**src/rtl/srecord_line_encoder_macros.svh**
```systemverilog
// Assertion macros for the S-record line encoder.
`ifndef SRECORD_LINE_ENCODER_MACROS_SVH
`define SRECORD_LINE_ENCODER_MACROS_SVH
`ifndef SYNTHESIS
// Consequent must hold in the same cycle as the antecedent.
`define SRLE_ASSERT_IMP(label, clk, rstn, ante, cons) \
    label: assert property (@(posedge clk) disable iff (!rstn) (ante) |-> (cons)) \
        else $error("%m: check failed");
// Consequent must hold in the cycle after the antecedent.
`define SRLE_ASSERT_NEXT(label, clk, rstn, ante, cons) \
    label: assert property (@(posedge clk) disable iff (!rstn) (ante) |=> (cons)) \
        else $error("%m: check failed");
`else
`define SRLE_ASSERT_IMP(label, clk, rstn, ante, cons)
`define SRLE_ASSERT_NEXT(label, clk, rstn, ante, cons)
`endif
`endif

```
**src/rtl/srle_pkg.sv**
```systemverilog
// Shared constants, types and helpers of the S-record line encoder.
`default_nettype none
package srle_pkg;

    localparam int BYTES_PER_RECORD = 16;
    localparam int IDX_W = (BYTES_PER_RECORD > 4) ? $clog2(BYTES_PER_RECORD) : 2;
    localparam int PADDR_W = 3;

    localparam logic [31:0] LIMIT_S1 = 32'h0001_0000;
    localparam logic [31:0] LIMIT_S2 = 32'h0100_0000;
    localparam logic [31:0] END_ADDRESS_RESET = 32'hFFFF_FFFF;

    localparam logic [7:0] CHAR_S    = 8'h53;
    localparam logic [7:0] CHAR_ZERO = 8'h30;
    localparam logic [7:0] CHAR_A    = 8'h41;
    localparam logic [7:0] CHAR_NL   = 8'h0A;

    typedef enum logic [0:0] {
        REG_START_ADDRESS = 1'b0,
        REG_END_ADDRESS   = 1'b1
    } reg_index_t;

    // alen holds the number of address bytes minus one (1, 2 or 3).
    typedef struct packed {
        logic        go;
        logic [1:0]  alen;
        logic [7:0]  sum;
        logic [31:0] addr;
    } rec_cmd_t;

    function automatic logic [7:0] hex_char(input logic [3:0] nib);
        logic [7:0] r;
        if (nib < 4'd10) begin
            r = CHAR_ZERO + {4'h0, nib};
        end else begin
            r = CHAR_A + {4'h0, nib} - 8'd10;
        end
        return r;
    endfunction

endpackage
`default_nettype wire

```
**src/rtl/srecord_line_encoder.sv**
```systemverilog
// S-record line encoder: gathers payload words and emits one text line per record.
//
// Payload words are taken one per cycle while the formatter is idle into a 16-entry
// record buffer held in a synchronous memory. The word that completes a record starts
// the formatter, and the input stalls while the line is sent: 43 to 47 characters
// (type S1, S2 or S3), one per cycle when the output is free. The formatter reads the
// buffer through its one registered read port, addressed with its next byte index.
// Words arriving once the record address reaches end_address are taken and dropped.
// Writing start_address restarts the record sequence and discards a partial record.
`default_nettype none
`include "srecord_line_encoder_macros.svh"
module srecord_line_encoder (
    input  wire                          aclk,
    input  wire                          aresetn,
    input  wire                          psel,
    input  wire                          penable,
    input  wire                          pwrite,
    input  wire  [srle_pkg::PADDR_W-1:0] paddr,
    input  wire  [31:0]                  pwdata,
    output logic [31:0]                  prdata,
    output logic                         pready,
    input  wire                          s_valid,
    output logic                         s_ready,
    input  wire  [7:0]                   s_data_byte,
    output logic                         m_valid,
    input  wire                          m_ready,
    output logic [7:0]                   m_character,
    output logic                         m_end_of_line
);

    localparam logic [srle_pkg::IDX_W-1:0] LAST_IDX =
        srle_pkg::IDX_W'(srle_pkg::BYTES_PER_RECORD - 1);

    logic [31:0]                start_addr_reg;
    logic [31:0]                end_addr_reg;
    logic [31:0]                rec_addr_reg;
    logic [srle_pkg::IDX_W-1:0] idx_reg;
    logic [7:0]                 sum_reg;

    logic [7:0] rec_buf_mem [srle_pkg::BYTES_PER_RECORD];
    logic [7:0] rd_data_reg;

    srle_pkg::reg_index_t       reg_idx;
    srle_pkg::rec_cmd_t         cmd;
    logic [srle_pkg::IDX_W-1:0] rd_addr;
    logic                       fmt_busy;
    logic                       cfg_we;
    logic                       accept;
    logic                       take;
    logic                       last;
    logic [7:0]                 sum_new;
    logic [1:0]                 alen;

    assign pready  = 1'b1;
    assign cfg_we  = psel && penable && pwrite;
    assign reg_idx = srle_pkg::reg_index_t'(paddr[2]);

    always_comb begin
        case (reg_idx)
            srle_pkg::REG_START_ADDRESS: prdata = start_addr_reg;
            srle_pkg::REG_END_ADDRESS:   prdata = end_addr_reg;
            default:                     prdata = '0;
        endcase
    end

    assign s_ready = !fmt_busy;
    assign accept  = s_valid && s_ready;
    // Drop the word once the record address has reached the end address.
    assign take    = accept && (rec_addr_reg < end_addr_reg);
    assign last    = (idx_reg == LAST_IDX);
    assign sum_new = sum_reg + s_data_byte;

    always_comb begin
        if (rec_addr_reg < srle_pkg::LIMIT_S1) begin
            alen = 2'd1;
        end else if (rec_addr_reg < srle_pkg::LIMIT_S2) begin
            alen = 2'd2;
        end else begin
            alen = 2'd3;
        end
    end

    always_comb begin
        cmd.go   = take && last;
        cmd.alen = alen;
        cmd.sum  = sum_new;
        cmd.addr = rec_addr_reg;
    end

    always_ff @(posedge aclk) begin
        if (!aresetn) begin
            start_addr_reg <= '0;
            end_addr_reg   <= srle_pkg::END_ADDRESS_RESET;
            rec_addr_reg   <= '0;
            idx_reg        <= '0;
            sum_reg        <= '0;
        end else if (cfg_we) begin
            case (reg_idx)
                srle_pkg::REG_START_ADDRESS: begin
                    start_addr_reg <= pwdata;
                    rec_addr_reg   <= pwdata;
                    idx_reg        <= '0;
                    sum_reg        <= '0;
                end
                srle_pkg::REG_END_ADDRESS: begin
                    end_addr_reg <= pwdata;
                end
                default: begin
                end
            endcase
        end else if (take) begin
            if (last) begin
                idx_reg      <= '0;
                sum_reg      <= '0;
                rec_addr_reg <= rec_addr_reg + 32'(srle_pkg::BYTES_PER_RECORD);
            end else begin
                idx_reg <= idx_reg + 1'b1;
                sum_reg <= sum_new;
            end
        end
    end

    // Writes happen only while collecting; the read port samples rd_addr every cycle.
    always_ff @(posedge aclk) begin
        if (take) begin
            rec_buf_mem[idx_reg] <= s_data_byte;
        end
        rd_data_reg <= rec_buf_mem[rd_addr];
    end

    srle_fmt u_fmt (
        .aclk          (aclk),
        .aresetn       (aresetn),
        .cmd           (cmd),
        .rd_data       (rd_data_reg),
        .rd_addr       (rd_addr),
        .busy          (fmt_busy),
        .m_valid       (m_valid),
        .m_ready       (m_ready),
        .m_character   (m_character),
        .m_end_of_line (m_end_of_line)
    );

    `SRLE_ASSERT_NEXT(a_go_starts_line, aclk, aresetn, cmd.go, fmt_busy && !s_ready)
    `SRLE_ASSERT_NEXT(a_go_clears_record, aclk, aresetn, cmd.go, idx_reg == '0 && sum_reg == '0)
    `SRLE_ASSERT_IMP(a_eol_is_newline, aclk, aresetn, m_valid && m_end_of_line, m_character == srle_pkg::CHAR_NL)

endmodule
`default_nettype wire

```
**src/rtl/srle_fmt.sv**
```systemverilog
// Line formatter: walks one record and sends its S-record text a character at a time.
`default_nettype none
module srle_fmt (
    input  wire                             aclk,
    input  wire                             aresetn,
    input  wire  srle_pkg::rec_cmd_t        cmd,
    input  wire  [7:0]                      rd_data,
    output logic [srle_pkg::IDX_W-1:0]      rd_addr,
    output logic                            busy,
    output logic                            m_valid,
    input  wire                             m_ready,
    output logic [7:0]                      m_character,
    output logic                            m_end_of_line
);

    typedef enum logic [7:0] {
        ST_IDLE  = 8'b0000_0001,
        ST_S     = 8'b0000_0010,
        ST_TYPE  = 8'b0000_0100,
        ST_COUNT = 8'b0000_1000,
        ST_ADDR  = 8'b0001_0000,
        ST_DATA  = 8'b0010_0000,
        ST_SUM   = 8'b0100_0000,
        ST_EOL   = 8'b1000_0000
    } fmt_state_t;

    localparam logic [7:0] BPR_BYTE = 8'(srle_pkg::BYTES_PER_RECORD);
    localparam logic [srle_pkg::IDX_W-1:0] LAST_IDX =
        srle_pkg::IDX_W'(srle_pkg::BYTES_PER_RECORD - 1);

    fmt_state_t                  state_reg, state_next;
    logic                        nib_reg, nib_next;
    logic [srle_pkg::IDX_W-1:0]  cnt_reg, cnt_next;
    logic [1:0]                  alen_reg, alen_next;
    logic [31:0]                 addr_reg, addr_next;
    logic [7:0]                  chk_reg, chk_next;
    logic                        m_valid_reg;
    logic [7:0]                  m_char_reg, char_next;
    logic                        m_eol_reg, eol_next;

    logic       adv;
    logic [7:0] count_byte;
    logic [7:0] addr_byte;
    logic [7:0] byte_val;
    logic [3:0] nib_val;

    assign busy = (state_reg != ST_IDLE);
    assign adv  = busy && (!m_valid_reg || m_ready);

    assign count_byte = BPR_BYTE + {6'd0, alen_reg} + 8'd2;

    always_comb begin
        case (cnt_reg[1:0])
            2'd0:    addr_byte = addr_reg[7:0];
            2'd1:    addr_byte = addr_reg[15:8];
            2'd2:    addr_byte = addr_reg[23:16];
            default: addr_byte = addr_reg[31:24];
        endcase
    end

    always_comb begin
        case (state_reg)
            ST_ADDR: byte_val = addr_byte;
            ST_DATA: byte_val = rd_data;
            ST_SUM:  byte_val = ~chk_reg;
            default: byte_val = count_byte;
        endcase
    end

    assign nib_val = nib_reg ? byte_val[3:0] : byte_val[7:4];

    always_comb begin
        state_next = state_reg;
        nib_next   = nib_reg;
        cnt_next   = cnt_reg;
        alen_next  = alen_reg;
        addr_next  = addr_reg;
        chk_next   = chk_reg;
        char_next  = srle_pkg::hex_char(nib_val);
        eol_next   = 1'b0;
        case (state_reg)
            ST_IDLE: begin
                if (cmd.go) begin
                    state_next = ST_S;
                    alen_next  = cmd.alen;
                    addr_next  = cmd.addr;
                    chk_next   = BPR_BYTE + {6'd0, cmd.alen} + 8'd2 + cmd.sum;
                end
            end
            ST_S: begin
                char_next = srle_pkg::CHAR_S;
                if (adv) begin
                    state_next = ST_TYPE;
                end
            end
            ST_TYPE: begin
                char_next = srle_pkg::CHAR_ZERO + {6'd0, alen_reg};
                if (adv) begin
                    state_next = ST_COUNT;
                    nib_next   = 1'b0;
                end
            end
            ST_COUNT: begin
                if (adv) begin
                    nib_next = ~nib_reg;
                    if (nib_reg) begin
                        state_next = ST_ADDR;
                        cnt_next   = srle_pkg::IDX_W'(alen_reg);
                    end
                end
            end
            ST_ADDR: begin
                if (adv) begin
                    nib_next = ~nib_reg;
                    if (nib_reg) begin
                        chk_next = chk_reg + addr_byte;
                        if (cnt_reg == '0) begin
                            state_next = ST_DATA;
                        end else begin
                            cnt_next = cnt_reg - 1'b1;
                        end
                    end
                end
            end
            ST_DATA: begin
                if (adv) begin
                    nib_next = ~nib_reg;
                    if (nib_reg) begin
                        if (cnt_reg == LAST_IDX) begin
                            state_next = ST_SUM;
                        end else begin
                            cnt_next = cnt_reg + 1'b1;
                        end
                    end
                end
            end
            ST_SUM: begin
                if (adv) begin
                    nib_next = ~nib_reg;
                    if (nib_reg) begin
                        state_next = ST_EOL;
                    end
                end
            end
            ST_EOL: begin
                char_next = srle_pkg::CHAR_NL;
                eol_next  = 1'b1;
                if (adv) begin
                    state_next = ST_IDLE;
                end
            end
            default: begin
                state_next = ST_IDLE;
            end
        endcase
    end

    // Address the buffer one step ahead so its registered read lines up with the data state.
    assign rd_addr = cnt_next;

    always_ff @(posedge aclk) begin
        if (!aresetn) begin
            state_reg   <= ST_IDLE;
            nib_reg     <= 1'b0;
            m_valid_reg <= 1'b0;
        end else begin
            state_reg <= state_next;
            nib_reg   <= nib_next;
            if (adv) begin
                m_valid_reg <= 1'b1;
            end else if (m_ready) begin
                m_valid_reg <= 1'b0;
            end
        end
    end

    always_ff @(posedge aclk) begin
        cnt_reg  <= cnt_next;
        alen_reg <= alen_next;
        addr_reg <= addr_next;
        chk_reg  <= chk_next;
        if (adv) begin
            m_char_reg <= char_next;
            m_eol_reg  <= eol_next;
        end
    end

    assign m_valid       = m_valid_reg;
    assign m_character   = m_char_reg;
    assign m_end_of_line = m_eol_reg;

endmodule
`default_nettype wire
```
**config.mk**
```make
export PLATFORM = sky130hd
export DESIGN_NAME = srecord_line_encoder
export DESIGN_NICKNAME = d
export VERILOG_FILES = /design/src/rtl/srle_pkg.sv /design/src/rtl/srecord_line_encoder.sv /design/src/rtl/srle_fmt.sv
export VERILOG_INCLUDE_DIRS = /design/src /design/src/rtl
export SDC_FILE = /design/constraint.sdc
export NUM_CORES = 1
export LEC_CHECK = 0
export ABC_AREA = 1
export BUFFER_PORTS_ARGS = -buffer_cell sky130_fd_sc_hd__buf_2
export CAP_MARGIN = 15
export CORE_MARGIN = 5
export CORE_UTILIZATION = 40
export CTS_CLUSTER_SIZE = 20
export DETAILED_ROUTE_END_ITERATION = 12
export GPL_ROUTABILITY_DRIVEN = 0
export GPL_TIMING_DRIVEN = 1
export SYNTH_ARGS = -nofsm -noshare
export SYNTH_HDL_FRONTEND = slang
export SYNTH_SLANG_ARGS = --single-unit
```
**constraint.sdc**
```tcl
create_clock -name aclk -period 6.16 [get_ports aclk]
set_input_delay 0.924 -clock aclk [delete_from_list [all_inputs] [get_ports aclk]]
set_output_delay 0.924 -clock aclk [all_outputs]
set_load 0.03 [all_outputs]
```
==> results.toml <==
[status]
status = "finished clean"

[synth]
ys_warn_count = 0
synth_largest_area_cell = "edfxtp_1"
mappedNetlistArea_um2 = 15900
syn_nets = 1985
yosys.area_share.simple = 0.238
synthXorXnorAreaFrac = 0.0160
synth.area.mux_share = 0
synth.avg_cell_area_um2 = 8.50
ys_seq_elements = 308
synthAdderAreaFrac = 0.0526
synth_top_family_by_area = "simple AND/OR/NAND/NOR gates"
ys_top_cells_by_area = "edfxtp_1, dfxtp_1, nand2_1"
synth_cell_types = 55
synth-compound-area-share = 0.104
ys_seq_area_frac = 0.500
synthCells = 1870
synth_top_area_share = 0.336

[timing]
rsz0062_at_grt = "no"
fin_tns_setup_ps = 0
slew_headroom = 0.352
setup_slack_ps = 2500
timing.hold.ws_ps = 462
fmax_ghz = 0.273
hold_violations = 0
setup_viol = 0
slew_violations = 0
min_period_ps = 3660
finalCritPeriodShare = 0.595
fin_skew_ps = 19.0
worst_pin_slew_ps = 970

[place]
dp_hpwl_um = 29300
port_buffers = 89
dp_cells = 2410
placed_cell_area_um2 = 16700
dp_slack_ps = 2260

[floorplan]
fp.dieW_um = 209
start_util = 0.402
die_area_um2 = 43800
die_h_um = 209
num_rows = 73
core_region_area_um2 = 39500
ios = 94

[detailed_routing]
dr.first_iter.drc_count = 951
remaining_drc_errors = 0
viasPerCell = 5.27
wl_per_cell_um = 17.3
vias = 13000
drt-total-wl_um = 42700
firstDrtPassIters = 8
antenna_left = 0

[power]
p_leak_nw = 7.72
power.total_mw = 6.67
irDropWorstVdd_uv = 249
powerDensity_nw_per_um2 = 374

[clock_tree]
cts_tree = "built"
clk_latency_ps = 510
htreeDepth = 2
clockBufferDepth = 3
clock-sinks = 308
clk_pin_slew_ps = 60
cts_resized = 0
hold_buffers = 0
clock_tree.root_cell = "clkbuf_16"
cts_made_buffers = 35
cts_setup_buffers = 0

[final_layout]
seq_area_um2 = 7950
finish.instance_area_um2 = 17800
layout_commonest_cell = "nand2_1"
n_antenna_cell = 0
syn2layout_area_growth_pct = 12.1
nets = 2038
fill_cells = 3872
utilization = 0.451
multi_input_area_um2 = 6550
layout_common_cells = "nand2_1, inv_1, nand3_1"
largest_register_ffs = 128
final_cell_count_no_fill = 2472
drive_gt1_frac = 0.103
largest-register = "rec_buf_mem"

[setup_path]
critPathTopFamily = "simple AND/OR/NAND/NOR gates"
path_cells = "inv_1 > ha_1 > a21oi_1 > nand3_1 > nand2_1 > nand2_1 > nand2_1 > nand3_2 > nand2_2 > buf_4 > nand2_1 > nand3_1 > nand3_1 > nand3_1 > nand2_1"
crit_fanout = 44
crit_type = "reg -> reg"
endpoint_kind = "register"
crit_buf_inv = 2
cp_slowest_cell = "nand2_2"
start_kind = "register"
reg2reg_setup_slack_ps = 2500
path_common_cell = "nand2_1"
crit_path_max_incr_delay_ps = 700
crit_required_ps = 6550
cp.arrival_ps = 4050

[global_route]
grt_pass1_vias = 12500
grt_start_max_net_pins = 65
antenna_found_initial = 0
grt_util_all_layers = 0.189
grt_pass1_wl_um = 67600
gr-total-overflow = 0

[min_path]
hp-class = "reg -> reg"

[flow_run]
drv_cap = 0
==> worst paths after layout <==
path                                    startpoint            endpoint  cells past startpoint
worst max-delay path              u_fmt.cnt_reg[0]      rd_data_reg[1]                     15
worst max register to register    u_fmt.cnt_reg[0]      rd_data_reg[1]                     15
worst min-delay path            start_addr_reg[19]  start_addr_reg[19]                      2
worst min register to register  start_addr_reg[19]  start_addr_reg[19]                      2
==> cells in the mapped netlist (all sizes together) <==
cell type	count
a211oi	3
a21boi	4
a21o	4
a21oi	108
a22o	4
a22oi	2
a31oi	6
and2	1
buf	46
clkbuf	42
clkinv	5
conb	2
dfxtp	130
edfxtp	178
fa	3
ha	62
inv	250
nand2	391
nand3	233
nand3b	35
nand4	24
nor2	127
nor3	9
nor3b	1
nor4	5
o2111ai	3
o211ai	6
o21a	3
o21ai	116
o21bai	3
o221ai	17
o22ai	8
o31ai	2
o32ai	1
or2	7
xnor2	13
xor2	16
==> metal layers <==
layer  vias to the layer above  routed length [um]  GRT usage
met4                         0                 624     0.0414
met5                         -                   0          0
li1                       6377                   -          -
met3                        47                2560     0.0274
met1                      6184               20100      0.281
met2                       429               19400      0.294
==> logic make-up (layout without fill, tap and decap cells) <==
group / count (synthesis) / in the layout
and+or+nand+nor: 833 / 833
buffers and inverters: 343 / 420
DFF: 308 / 308
AOI/OAI and AO/OA: 290 / 290
adders and majority gates: 65 / 65
xor gates and xnor gates: 29 / 29
other: 2 / 2
==> worst reg2reg max path, stage by stage, from the launching register on <==
cell and delay [ps]:
dfxtp_1 470, inv_1 230, ha_1 440, a21oi_1 320
nand3_1 130, nand2_1 80, nand2_1 50, nand2_1 70
nand3_2 150, nand2_2 700, buf_4 450, nand2_1 100
nand3_1 80, nand3_1 100, nand3_1 120, nand2_1 60
==> power by group <==
| group | internal, mW | switching [mW] | leakage (nW) | total, mW |
|---|---|---|---|---|
| clock | 1.24 | 0.817 | 0.559 | 2.06 |
| sequential | 2.34 | 0.0891 | 2.71 | 2.43 |
| combinational | 0.651 | 1.53 | 4.45 | 2.18 |
| total | 4.23 | 2.44 | 7.72 | 6.67 |
==> area by class of cell <==
type / instances / share of cell area
Clock buffer: 48 / 0.0571
Tap cell: 525 / 0.0369
Clock inverter: 13 / 0.00660
Sequential cell: 308 / 0.446
Timing Repair Buffer: 104 / 0.0324
Multi-Input combinational cell: 1219 / 0.367
Inverter: 255 / 0.0537
No activity file was read; power rests on OpenSTA's default activity.
